**config.mk**
```make
export PLATFORM = sky130hd
export DESIGN_NAME = stepper_step_dir_pulse_generator_unit_flat
export DESIGN_NICKNAME = d
export VERILOG_FILES = /design/src/hdl/stp_pkg.sv /design/src/hdl/stp_req_if.sv /design/src/hdl/stp_res_if.sv /design/src/hdl/stp_cfg_if.sv /design/src/hdl/stp_core.sv /design/src/hdl/stepper_step_dir_pulse_generator_unit.sv /design/src/flat_wrapper.sv
export SDC_FILE = /design/constraint.sdc
export NUM_CORES = 1
export LEC_CHECK = 0
export ABC_AREA = 1
export BUFFER_PORTS_ARGS = -buffer_cell sky130_fd_sc_hd__buf_2
export CAP_MARGIN = 20
export CORE_MARGIN = 4
export CORE_UTILIZATION = 40
export DETAILED_ROUTE_END_ITERATION = 8
export GPL_TIMING_DRIVEN = 0
export SYNTH_ARGS = -nofsm -noshare
export SYNTH_HDL_FRONTEND = slang
export SYNTH_SLANG_ARGS = --single-unit
```
**constraint.sdc**
```tcl
create_clock -name clk -period 3.5 [get_ports clk]
set_clock_uncertainty 0.05 [all_clocks]
set_input_delay 0.175 -clock clk [delete_from_list [all_inputs] [get_ports clk]]
set_output_delay 0.175 -clock clk [all_outputs]
set_load 0.005 [all_outputs]
```
**src/hdl/stp_pkg.sv**
```systemverilog
`timescale 1ns / 1ps
// ----------------------------------------------------------------------------
// stp_pkg
// Shared types, codes and constants of the step/dir pulse generator.
// ----------------------------------------------------------------------------
package stp_pkg;

  localparam int POSITION_BITS_DEF = 32;

  // word field widths
  localparam int REQ_W    = 2;
  localparam int VALUE_W  = 32;
  localparam int PERIOD_W = 16;
  localparam int STATUS_W = 2;

  // configuration registers
  localparam int PULSE_W  = 10;
  localparam int SETUP_W  = 8;
  localparam int TRAVEL_W = 20;
  localparam int CFG_IDX_W  = 2;
  localparam int CFG_DATA_W = 20;
  localparam int STEPS_W  = 32;

  localparam logic [CFG_IDX_W-1:0] CFG_PULSE_HIGH  = 2'd0;
  localparam logic [CFG_IDX_W-1:0] CFG_DIR_SETUP   = 2'd1;
  localparam logic [CFG_IDX_W-1:0] CFG_HOME_TRAVEL = 2'd2;

  localparam logic [PULSE_W-1:0]  PULSE_HIGH_RST  = 10'd5;
  localparam logic [SETUP_W-1:0]  DIR_SETUP_RST   = 8'd2;
  localparam logic [TRAVEL_W-1:0] HOME_TRAVEL_RST = 20'd2000;

  typedef enum logic [REQ_W-1:0] {
    REQ_TICK = 2'd0,
    REQ_REL  = 2'd1,
    REQ_ABS  = 2'd2,
    REQ_HOME = 2'd3
  } req_t;

  typedef enum logic [1:0] {
    PH_IDLE  = 2'd0,
    PH_SETUP = 2'd1,
    PH_HIGH  = 2'd2,
    PH_LOW   = 2'd3
  } phase_t;

  typedef enum logic [STATUS_W-1:0] {
    ST_NONE     = 2'd0,
    ST_ACCEPTED = 2'd1,
    ST_REJECTED = 2'd2,
    ST_IGNORED  = 2'd3
  } status_t;

  typedef struct packed {
    logic [PULSE_W-1:0]  pulse_high_us;
    logic [SETUP_W-1:0]  dir_setup_us;
    logic [TRAVEL_W-1:0] home_travel_steps;
  } cfg_t;

  typedef struct packed {
    logic                       step_pin;
    logic                       dir_pin;
    logic signed [VALUE_W-1:0]  position_steps;
    logic                       busy_res;
    status_t                    status;
  } res_t;

endpackage

```
**src/hdl/stp_req_if.sv**
```systemverilog
`timescale 1ns / 1ps
// ----------------------------------------------------------------------------
// stp_req_if
// Request channel: ticks and motion commands.
// ----------------------------------------------------------------------------
interface stp_req_if;
  logic                                valid;
  logic                                ready;
  logic [stp_pkg::REQ_W-1:0]           req_type;
  logic signed [stp_pkg::VALUE_W-1:0]  step_value;
  logic [stp_pkg::PERIOD_W-1:0]        period_us;

  modport source (output valid, req_type, step_value, period_us, input ready);
  modport sink   (input valid, req_type, step_value, period_us, output ready);
endinterface

```
**src/hdl/stp_res_if.sv**
```systemverilog
`timescale 1ns / 1ps
// ----------------------------------------------------------------------------
// stp_res_if
// Result channel: pin levels, position and command status.
// ----------------------------------------------------------------------------
interface stp_res_if;
  logic                                valid;
  logic                                ready;
  logic                                step_pin;
  logic                                dir_pin;
  logic signed [stp_pkg::VALUE_W-1:0]  position_steps;
  logic                                busy_res;
  logic [stp_pkg::STATUS_W-1:0]        status;

  modport source (output valid, step_pin, dir_pin, position_steps, busy_res, status,
                  input ready);
  modport sink   (input valid, step_pin, dir_pin, position_steps, busy_res, status,
                  output ready);
endinterface

```
**src/hdl/stp_cfg_if.sv**
```systemverilog
`timescale 1ns / 1ps
// ----------------------------------------------------------------------------
// stp_cfg_if
// Configuration write channel: register index and write data.
// ----------------------------------------------------------------------------
interface stp_cfg_if;
  logic                              valid;
  logic                              ready;
  logic [stp_pkg::CFG_IDX_W-1:0]     index;
  logic [stp_pkg::CFG_DATA_W-1:0]    data;

  modport source (output valid, index, data, input ready);
  modport sink   (input valid, index, data, output ready);
endinterface

```
**src/hdl/stp_core.sv**
```systemverilog
`timescale 1ns / 1ps
// ----------------------------------------------------------------------------
// stp_core
// Motion state and per-word update: step timing, position and command checks.
// ----------------------------------------------------------------------------
module stp_core #(
  parameter int POSITION_BITS = stp_pkg::POSITION_BITS_DEF
) (
  input  logic                                clk,
  input  logic                                rst,
  input  logic                                fire,
  input  logic [stp_pkg::REQ_W-1:0]           req_type,
  input  logic signed [stp_pkg::VALUE_W-1:0]  step_value,
  input  logic [stp_pkg::PERIOD_W-1:0]        period_us,
  input  stp_pkg::cfg_t                       cfg,
  output stp_pkg::res_t                       res
);

  localparam int DW = ((POSITION_BITS > stp_pkg::VALUE_W) ? POSITION_BITS
                                                          : stp_pkg::VALUE_W) + 1;

  stp_pkg::phase_t                     phase, phase_next;
  logic signed [POSITION_BITS-1:0]     position, position_next;
  logic [stp_pkg::STEPS_W-1:0]         steps_left, steps_left_next;
  logic [stp_pkg::PERIOD_W-1:0]        phase_ticks, phase_ticks_next;
  logic [stp_pkg::PERIOD_W-1:0]        low_time, low_time_next;
  logic                                direction, direction_next;
  logic                                homing, homing_next;

  logic [stp_pkg::PULSE_W-1:0]         pulse_eff;
  logic [stp_pkg::PERIOD_W-1:0]        ticks_dec;
  logic [stp_pkg::STEPS_W-1:0]         steps_dec;
  logic [stp_pkg::STEPS_W-1:0]         rel_mag;
  logic signed [DW-1:0]                t_ext, p_ext, diff_up, diff_dn;
  logic [DW-1:0]                       abs_mag;
  logic [stp_pkg::STEPS_W-1:0]         count;
  logic                                fwd;
  logic                                slow_ok;
  stp_pkg::status_t                    status;

  always_ff @(posedge clk) begin
    if (rst) begin
      phase       <= stp_pkg::PH_IDLE;
      position    <= '0;
      steps_left  <= '0;
      phase_ticks <= '0;
      low_time    <= '0;
      direction   <= 1'b0;
      homing      <= 1'b0;
    end else if (fire) begin
      phase       <= phase_next;
      position    <= position_next;
      steps_left  <= steps_left_next;
      phase_ticks <= phase_ticks_next;
      low_time    <= low_time_next;
      direction   <= direction_next;
      homing      <= homing_next;
    end
  end

  // step count and direction of a command
  always_comb begin
    pulse_eff = (cfg.pulse_high_us == '0) ? stp_pkg::PULSE_W'(1) : cfg.pulse_high_us;
    slow_ok   = period_us >= stp_pkg::PERIOD_W'({pulse_eff, 1'b0});
    rel_mag   = step_value[stp_pkg::VALUE_W-1] ? stp_pkg::STEPS_W'(-step_value)
                                               : stp_pkg::STEPS_W'(step_value);
    t_ext     = DW'(step_value);
    p_ext     = DW'(position);
    diff_up   = t_ext - p_ext;
    diff_dn   = p_ext - t_ext;
    abs_mag   = (t_ext > p_ext) ? diff_up : diff_dn;
    count     = '0;
    fwd       = 1'b0;
    case (stp_pkg::req_t'(req_type))
      stp_pkg::REQ_REL: begin
        count = rel_mag;
        fwd   = ~step_value[stp_pkg::VALUE_W-1];
      end
      stp_pkg::REQ_ABS: begin
        // saturate far targets
        count = (|abs_mag[DW-1:stp_pkg::STEPS_W]) ? '1 : abs_mag[stp_pkg::STEPS_W-1:0];
        fwd   = t_ext > p_ext;
      end
      stp_pkg::REQ_HOME: begin
        count = stp_pkg::STEPS_W'(cfg.home_travel_steps);
      end
      default: begin
        count = '0;
      end
    endcase
  end

  always_comb begin
    phase_next       = phase;
    position_next    = position;
    steps_left_next  = steps_left;
    phase_ticks_next = phase_ticks;
    low_time_next    = low_time;
    direction_next   = direction;
    homing_next      = homing;
    status           = stp_pkg::ST_NONE;
    ticks_dec        = (phase_ticks != '0) ? phase_ticks - 1'b1 : phase_ticks;
    steps_dec        = (steps_left != '0) ? steps_left - 1'b1 : steps_left;

    if (stp_pkg::req_t'(req_type) == stp_pkg::REQ_TICK) begin
      if (phase != stp_pkg::PH_IDLE) begin
        phase_ticks_next = ticks_dec;
        if (ticks_dec == '0) begin
          unique case (phase)
            stp_pkg::PH_SETUP: begin
              phase_next       = stp_pkg::PH_HIGH;
              phase_ticks_next = stp_pkg::PERIOD_W'(pulse_eff);
            end
            stp_pkg::PH_HIGH: begin
              phase_next       = stp_pkg::PH_LOW;
              phase_ticks_next = (low_time == '0) ? stp_pkg::PERIOD_W'(1) : low_time;
            end
            stp_pkg::PH_LOW: begin
              position_next   = direction ? position + POSITION_BITS'(1)
                                          : position - POSITION_BITS'(1);
              steps_left_next = steps_dec;
              if (steps_dec == '0) begin
                phase_next  = stp_pkg::PH_IDLE;
                homing_next = 1'b0;
                if (homing) begin
                  position_next = '0;
                end
              end else begin
                phase_next       = stp_pkg::PH_HIGH;
                phase_ticks_next = stp_pkg::PERIOD_W'(pulse_eff);
              end
            end
            default: begin
              phase_next = phase;
            end
          endcase
        end
      end
    end else if (phase != stp_pkg::PH_IDLE) begin
      status = stp_pkg::ST_IGNORED;
    end else if (count == '0 || !slow_ok) begin
      status = stp_pkg::ST_REJECTED;
      if (stp_pkg::req_t'(req_type) == stp_pkg::REQ_HOME) begin
        position_next = '0;
      end
    end else begin
      status          = stp_pkg::ST_ACCEPTED;
      direction_next  = fwd;
      steps_left_next = count;
      low_time_next   = period_us - stp_pkg::PERIOD_W'(pulse_eff);
      homing_next     = stp_pkg::req_t'(req_type) == stp_pkg::REQ_HOME;
      if (cfg.dir_setup_us == '0) begin
        phase_next       = stp_pkg::PH_HIGH;
        phase_ticks_next = stp_pkg::PERIOD_W'(pulse_eff);
      end else begin
        phase_next       = stp_pkg::PH_SETUP;
        phase_ticks_next = stp_pkg::PERIOD_W'(cfg.dir_setup_us);
      end
    end
  end

  // levels after the word
  always_comb begin
    res.step_pin       = phase_next == stp_pkg::PH_HIGH;
    res.dir_pin        = direction_next;
    res.position_steps = stp_pkg::VALUE_W'(position_next);
    res.busy_res       = phase_next != stp_pkg::PH_IDLE;
    res.status         = status;
  end

endmodule

```
**src/hdl/stepper_step_dir_pulse_generator_unit.sv**
```systemverilog
`timescale 1ns / 1ps
// ----------------------------------------------------------------------------
// stepper_step_dir_pulse_generator_unit
// STEP/DIR pulse generator: relative, absolute and homing moves timed by ticks.
// ----------------------------------------------------------------------------
//  channel  dir  payload                                              handshake
//  req      in   req_type, step_value, period_us                     valid/ready
//  res      out  step_pin, dir_pin, position_steps, busy_res, status valid/ready
//  cfg      in   index, data                                          valid/ready
//
//  one word per cycle while the result is not stalled; a taken word passes the input
//  register, then the core update into the output register, before its result is valid
//  rst is synchronous: position zero, idle, registers at their defaults
//  a stalled result holds both stages; req.ready drops only when both are full
//  cfg.ready is always high
// ----------------------------------------------------------------------------
module stepper_step_dir_pulse_generator_unit #(
  parameter int POSITION_BITS = stp_pkg::POSITION_BITS_DEF
) (
  input  logic             clk,
  input  logic             rst,
  stp_req_if.sink          req,
  stp_res_if.source        res,
  stp_cfg_if.sink          cfg
);

  stp_pkg::cfg_t                       cfg_regs;
  logic                                s1_valid;
  logic [stp_pkg::REQ_W-1:0]           s1_req_type;
  logic signed [stp_pkg::VALUE_W-1:0]  s1_step_value;
  logic [stp_pkg::PERIOD_W-1:0]        s1_period_us;
  logic                                out_valid;
  stp_pkg::res_t                       out_word;
  stp_pkg::res_t                       core_res;
  logic                                out_free;
  logic                                fire;
  logic                                take;

  assign out_free  = ~out_valid | res.ready;
  assign fire      = s1_valid & out_free;
  assign req.ready = ~s1_valid | out_free;
  assign take      = req.valid & req.ready;
  assign cfg.ready = 1'b1;

  always_ff @(posedge clk) begin
    if (rst) begin
      cfg_regs.pulse_high_us     <= stp_pkg::PULSE_HIGH_RST;
      cfg_regs.dir_setup_us      <= stp_pkg::DIR_SETUP_RST;
      cfg_regs.home_travel_steps <= stp_pkg::HOME_TRAVEL_RST;
    end else if (cfg.valid) begin
      unique case (cfg.index)
        stp_pkg::CFG_PULSE_HIGH:  cfg_regs.pulse_high_us <= cfg.data[stp_pkg::PULSE_W-1:0];
        stp_pkg::CFG_DIR_SETUP:   cfg_regs.dir_setup_us  <= cfg.data[stp_pkg::SETUP_W-1:0];
        stp_pkg::CFG_HOME_TRAVEL: cfg_regs.home_travel_steps <= cfg.data;
        default: begin
        end
      endcase
    end
  end

  always_ff @(posedge clk) begin
    if (rst) begin
      s1_valid  <= 1'b0;
      out_valid <= 1'b0;
    end else begin
      if (take) begin
        s1_valid <= 1'b1;
      end else if (fire) begin
        s1_valid <= 1'b0;
      end
      if (out_free) begin
        out_valid <= s1_valid;
      end
    end
  end

  always_ff @(posedge clk) begin
    if (take) begin
      s1_req_type   <= req.req_type;
      s1_step_value <= req.step_value;
      s1_period_us  <= req.period_us;
    end
    if (fire) begin
      out_word <= core_res;
    end
  end

  stp_core #(
    .POSITION_BITS (POSITION_BITS)
  ) u_core (
    .clk        (clk),
    .rst        (rst),
    .fire       (fire),
    .req_type   (s1_req_type),
    .step_value (s1_step_value),
    .period_us  (s1_period_us),
    .cfg        (cfg_regs),
    .res        (core_res)
  );

  assign res.valid          = out_valid;
  assign res.step_pin       = out_word.step_pin;
  assign res.dir_pin        = out_word.dir_pin;
  assign res.position_steps = out_word.position_steps;
  assign res.busy_res       = out_word.busy_res;
  assign res.status         = out_word.status;

endmodule
```
**src/flat_wrapper.sv**
```systemverilog
// flat-port wrapper written by rule: the top's interface ports become plain ports
module stepper_step_dir_pulse_generator_unit_flat 
#(
  parameter int POSITION_BITS = stp_pkg::POSITION_BITS_DEF
)
  (clk, rst, req_valid, req_req_type, req_step_value, req_period_us, req_ready, res_valid, res_step_pin, res_dir_pin, res_position_steps, res_busy_res, res_status, res_ready, cfg_valid, cfg_index, cfg_data, cfg_ready);
  stp_req_if req_i ();
  stp_res_if res_i ();
  stp_cfg_if cfg_i ();
  input  logic clk;
  input  logic rst;
  input wire logic [$bits(req_i.valid)-1:0] req_valid;
  input wire logic [$bits(req_i.req_type)-1:0] req_req_type;
  input wire logic [$bits(req_i.step_value)-1:0] req_step_value;
  input wire logic [$bits(req_i.period_us)-1:0] req_period_us;
  output wire logic [$bits(req_i.ready)-1:0] req_ready;
  output wire logic [$bits(res_i.valid)-1:0] res_valid;
  output wire logic [$bits(res_i.step_pin)-1:0] res_step_pin;
  output wire logic [$bits(res_i.dir_pin)-1:0] res_dir_pin;
  output wire logic [$bits(res_i.position_steps)-1:0] res_position_steps;
  output wire logic [$bits(res_i.busy_res)-1:0] res_busy_res;
  output wire logic [$bits(res_i.status)-1:0] res_status;
  input wire logic [$bits(res_i.ready)-1:0] res_ready;
  input wire logic [$bits(cfg_i.valid)-1:0] cfg_valid;
  input wire logic [$bits(cfg_i.index)-1:0] cfg_index;
  input wire logic [$bits(cfg_i.data)-1:0] cfg_data;
  output wire logic [$bits(cfg_i.ready)-1:0] cfg_ready;
  assign req_i.valid = req_valid;
  assign req_i.req_type = req_req_type;
  assign req_i.step_value = req_step_value;
  assign req_i.period_us = req_period_us;
  assign req_ready = req_i.ready;
  assign res_valid = res_i.valid;
  assign res_step_pin = res_i.step_pin;
  assign res_dir_pin = res_i.dir_pin;
  assign res_position_steps = res_i.position_steps;
  assign res_busy_res = res_i.busy_res;
  assign res_status = res_i.status;
  assign res_i.ready = res_ready;
  assign cfg_i.valid = cfg_valid;
  assign cfg_i.index = cfg_index;
  assign cfg_i.data = cfg_data;
  assign cfg_ready = cfg_i.ready;
  stepper_step_dir_pulse_generator_unit #(.POSITION_BITS(POSITION_BITS)) u_core (.clk(clk), .rst(rst), .req(req_i), .res(res_i), .cfg(cfg_i));
endmodule
```
# [Yosys cells after proc, flatten, opt, wreduce, memory -nomap -nowiden]
# Cells that the tools add are included.
[word_totals] out_inout_bits=40 elab_cells=132 ff_bits=227
[op_classes] eq_ne=15 reduce_logical=22 n_bitwise=10 n_addsub=8 mux=55 magnitude_cmp=2
[ops] cell="32-bit 2-to-1 mux" count=19
[ops] cell="16-bit 2-to-1 mux" count=8
[ops] cell="32-bit case mux with 3 select lines" count=1
[ops] cell="32-bit by 32-bit subtractor with 33-bit output" count=2
[ops] cell="32-bit logical NOT" count=2
[ops] cell="16-bit case mux with 3 select lines" count=1
[ops] cell="33-bit 2-to-1 mux" count=1
[ops] cell="32-bit by 2-bit adder with 32-bit output (second input constant)" count=1
[ops] cell="32-bit > comparator" count=1
[ops] cell="16-bit logical NOT" count=2
[ops] cell="32-bit negation" count=1
[ops] cell="32-bit nonzero test" count=1
[ops] cell="32-bit by 1-bit subtractor with 32-bit output (second input constant)" count=1
[ops] cell="32-bit by 2-bit subtractor with 32-bit output (second input constant)" count=1
[ops] cell="10-bit 2-to-1 mux" count=2
[ops] cell="2-bit 2-to-1 mux" count=9
[ops] cell="16-bit by 11-bit greater-or-equal comparator with 1-bit output" count=1
[ops] cell="16-bit nonzero test" count=1
[ops] cell="16-bit by 1-bit subtractor with 16-bit output (second input constant)" count=1
[ops] cell="16-bit by 10-bit subtractor with 16-bit output" count=1
[ops] cell="2-bit equality test (second input constant)" count=6
[ops] cell="1-bit 2-to-1 mux" count=12
[ops] cell="10-bit logical NOT" count=1
[ops] cell="8-bit logical NOT" count=1
[ops] cell="16 further kinds" count=35

# [Longest topological paths before layout]
[depth] word_depth=10 ltp_mapped=35 ltp_nobuf=33

# [Cells and area by module]
# From an unflattened synthesis, not the netlist that was laid out.
[unflattened] hier_cells=3309 hier_area_um2=20428.3
[modules_own_cells] module="stp_core" seq_area_each_um2=2001.9 area_each_um2=16133.0 cells_per_inst=2978 instances=1
[modules_own_cells] module="stepper_step_dir_pulse_generator_unit" seq_area_each_um2=3413.3 area_each_um2=4295.4 cells_per_inst=331 instances=1

# [Worst setup path before layout]
# OpenSTA, ideal clock, no wires.
[synth_timing] kind="reg2reg" start="reg u_core.u_core.position[0]" end="reg u_core.u_core.position[24]" setup_slack_ps=-97 required_time_ps=3339 stages_incl_launch_ff=32 t_arrival_ps=3435 path_buffers=2 path_cell_list="dfxtp_1 > inv_1 > ha_1 > fa_1 > o21ai_2 > nand2_1 > nand2_1 > nand2_1 > nand2_1 > nand2_1 > nand2_1 > nand2_1 > nand2_1 > nand2_2 > nand2_4 > buf_6 > nand2_1 > nand2_1 > nand2_1 > nand2_1 > nand2_1 > nor2_1 > nand2_1 > nor2_1 > nand2_2 > nand2_1 > nand3_2 > buf_2 > nand3_1 > nand3_1 > nand2_1 > inv_1"
[synth_between] elab_chain_len=9 elab_cells_between_ends=19 classes_between="add/sub: 4; order compare: 1; mux: 12; reduce/logical: 2"
[synth_lines] element="from (decl)" line="stp_core.sv:23" text="logic signed [POSITION_BITS-1:0] position, position_next;"
[synth_lines] element="from (signal assigned)" line="stp_core.sv:52" text="position <= position_next;"
[synth_lines] element="32-bit by 32-bit subtractor with 33-bit output, or another cell as far along" line="stp_core.sv:70" text="diff_dn = p_ext - t_ext;"
[synth_lines] element="33-bit 2-to-1 mux" line="stp_core.sv:71" text="abs_mag = (t_ext > p_ext) ? diff_up : diff_dn;"
[synth_lines] element="32-bit 2-to-1 mux" line="stp_core.sv:81" text="count = (|abs_mag[DW-1:stp_pkg::STEPS_W]) ? '1 : abs_mag[stp_pkg::STEPS_W-1:0];"
[synth_lines] element="32-bit case mux with 3 select lines" line="stp_core.sv:74" text="case (stp_pkg::req_t'(req_type))"
[synth_lines] element="32-bit logical NOT" line="stp_core.sv:141" text="end else if (count == '0 || !slow_ok) begin"
[synth_lines] element="1-bit logical OR" line="stp_core.sv:141"
[synth_lines] element="32-bit 2-to-1 mux" line="stp_core.sv:141"
[synth_lines] element="32-bit 2-to-1 mux" line="stp_core.sv:139" text="end else if (phase != stp_pkg::PH_IDLE) begin"
[synth_lines] element="32-bit 2-to-1 mux (*)" line="stp_core.sv:105" text="if (stp_pkg::req_t'(req_type) == stp_pkg::REQ_TICK) begin"
# Every way passes the cells marked *; elsewhere a longest branch is shown, timed or not.
# A chain may end at the register's enable or synchronous reset.

==> impl_metrics.json <==
{
  "wl_um": 83280,
  "num_antenna_cells": 0,
  "clock_sink_count": 227,
  "synth_nets": 3462,
  "cpPeakStageDelay_ns": 0.49,
  "netlist_area_um2": 20270,
  "power_mw": 11.06,
  "ys_seq_area_frac": 0.2672,
  "detail_route.vias_per_cell": 5.379,
  "boundaryPins": 117,
  "syn_to_final_growth_pct": 30.42,
  "grt_pass1_wl_um": 121600,
  "placed_area_um2": 21720,
  "syn_avg_cell_area_um2": 6.231,
  "dp_hpwl_um": 63810,
  "synth_seq_cells": 227,
  "cp_common_cell": "nand2_2",
  "synth_cell_types": 55,
  "clock_path_buffers": 3,
  "gp_congestion": 0.9847,
  "final_cell_mix": "nand2_1, inv_1, nor2_1",
  "p_leak_nw": 12.81,
  "cts_root_buf": "clkbuf_16",
  "remaining_drc_errors": 0,
  "final.min_clock_period_ns": 4.342,
  "rsz0062_at_grt": "yes",
  "cp_max_fo": 7,
  "peakVddDrop_uv": 398.2,
  "layout.cells.non_filler": 4288,
  "status": "finished with violations",
  "detail-route-antenna-nets": 0,
  "antenna_found_initial": 0,
  "grt_max_degree": 34,
  "violations": "negative setup slack",
  "tightest_slew_ns": 1.344,
  "fin_crit_sh": 1.240,
  "cts_tree": "yes",
  "drive_gt1_frac": 0.2052,
  "hold_violations": 0,
  "cp.arrival_ns": 4.60,
  "grt_pass1_vias": 20710,
  "hp-class": "primary input to register",
  "path_delay_family": "simple AND/OR/NAND/NOR gates",
  "firstDrtPassIters": 6,
  "path_class": "register to register",
  "final_common_cell": "nand2_1",
  "worstPathRequired_ns": 3.75,
  "synth_edf_count": 87,
  "ys.flop_type": "dfxtp_1",
  "track_usage": 0.2878,
  "clock.fmax_ghz": 0.2303,
  "wl_per_cell_um": 19.42,
  "layout_setup_ws_ns": -0.8416,
  "timing.critical_path.buf_inv": 4,
  "start_util": 0.4040,
  "num_vias": 23066,
  "start_kind": "register",
  "die_w_um": 233.1,
  "placement.io_buffers": 114,
  "dp.cells": 4041,
  "clkTransAtPathRegs_ns": 0.06,
  "fp.dieArea_um2": 54340,
  "slowest_stage": "edfxtp_1",
  "htreeDepth": 1,
  "yosysWarnings": 0,
  "insertion_delay_ns": 0.60,
  "rows": 82,
  "core-area_um2": 50170,
  "slew_headroom": 0.1010,
  "numCtsBuffers": 28,
  "layout.nets": 3803,
  "synth-async-reset-ratio": 0,
  "final_area_um2": 26440,
  "drv_slew": 0,
  "syn_inst": 3253,
  "cp-end-kind": "register",
  "die_h_um": 233.1,
  "overflow": 0,
  "drt_iter0_drc": 2273,
  "setup_viol": 137,
  "power_density_nw_per_um2": 418.4,
  "cap_violations": 0
}
==> worst min-delay path: stages <==
cell     delay, ns
buf_2         0.09
inv_1         0.06
nand3_1       0.19
o21ai_0       0.10
a21oi_1       0.10
==> state kept, by name, indices dropped and copies added (netlist names), 2 cells and up <==
| name | flops |
|---|---|
| u_core.cfg_regs | 38 |
| u_core.u_core.steps_left | 32 |
| u_core.u_core.phase_ticks | 16 |
| u_core.res.position_steps | 32 |
| u_core.res.status | 2 |
| u_core.u_core.low_time | 16 |
| u_core.u_core.position | 32 |
| u_core.s1_req_type | 2 |
| u_core.u_core.phase | 2 |
| u_core.s1_step_value | 32 |
| u_core.s1_period_us | 16 |
==> metal layers <==
layer / GRT usage / up-vias / share of wire
met5: 0 / - / 0
met4: 0.07770 / 0 / 0.029
met3: 0.04610 / 130 / 0.093
met2: 0.4537 / 1025 / 0.44
met1: 0.4088 / 10653 / 0.44
li1: - / 11258 / -
==> worst paths after layout <==
check	cells past startpoint	startpoint	slack (ns)	end
max	30	u_core.s1_step_value[14]	-0.84	u_core.res.position_steps[16]
min	5	cfg_index[1]	0.11	u_core.cfg_regs[25]
max reg2reg	30	u_core.s1_step_value[14]	-0.84	u_core.res.position_steps[16]
min reg2reg	2	u_core.cfg_regs[10]	0.42	u_core.cfg_regs[10]
==> metrics by stage <==
stage / hold slack (ns) / setup WS, ns / TNS, ns / utilization
after CTS: 0.06556 / -0.6899 / -82.99 / 0.4776
after floorplan: 0.2239 / 0.001259 / 0 / -
after global routing: 0.1280 / -0.9485 / -114.71 / 0.5269
after global placement: 0.3023 / -1.325 / -181.65 / 0.4322
final: 0.1119 / -0.8416 / -95.47 / 0.5269
after detailed placement: 0.3031 / -1.335 / -161.32 / 0.4330
==> power breakdown <==
group,switching (mW),internal [mW],total [mW]
clock,1.27,1.65,2.92
sequential,0.180,2.92,3.10
combinational,3.18,1.86,5.04
total,4.63,6.43,11.1
==> final cells by class <==
cell class | instances | area [um2]
multi-input combinational | 2476 | 14170
tap | 672 | 840.8
fill | 5035 | 23740
buffer | 122 | 860.8
clock inverter | 21 | 198.9
clock buffer | 31 | 721.9
inverter | 428 | 1643
timing repair inverter | 1 | 5.005
sequential | 227 | 5490
timing repair buffer | 310 | 2501
==> repair_timing <==
action / CTS / global route
pin swaps: 2 / 92
setup endpoints to repair: 137 / 137
buffers inserted: 16 / 84
cloned: 2 / 13
hold endpoints to repair: 90 / 0
resized for setup: 123 / 455
hold buffers: 80 / 0
==> cells by family (layout without fill, tap and decap cells) <==
group           count (synthesis)  in the layout  synth area share
buf+inv                       550            913            0.1083
simple gates                 1741           1741            0.3618
other cells                     1              1         0.0001850
xor+xnor                      107            107           0.04623
flops                         227            227            0.2672
fa+ha+maj                     132            132           0.08296
compound gates                495            495            0.1333
==> synth_stat cells (10+ instances only) <==
master    instances  area [um2]
o22ai_1          33       206.5
or2_2            10       62.56
edfxtp_1         87        2613
nor3_1           30       150.1
ha_1            128        1602
o21ai_0         140       700.7
inv_1           408        1531
nand4_1          55       344.1
nor4_1           17       106.4
dfxtp_1         140        2803
buf_2            39       195.2
a31oi_1          10       62.56
clkbuf_1         54       202.7
xnor2_1          34       297.8
inv_2            15       56.30
a21oi_1         245        1226
nand3_1         261        1306
buf_1            14       52.55
xor2_1           73       639.4
nand2_1        1025        3847
nand3b_1         10       75.07
nor2_1          291        1092
nand2_2          13       81.33
Power figures use the tool's default switching activity.
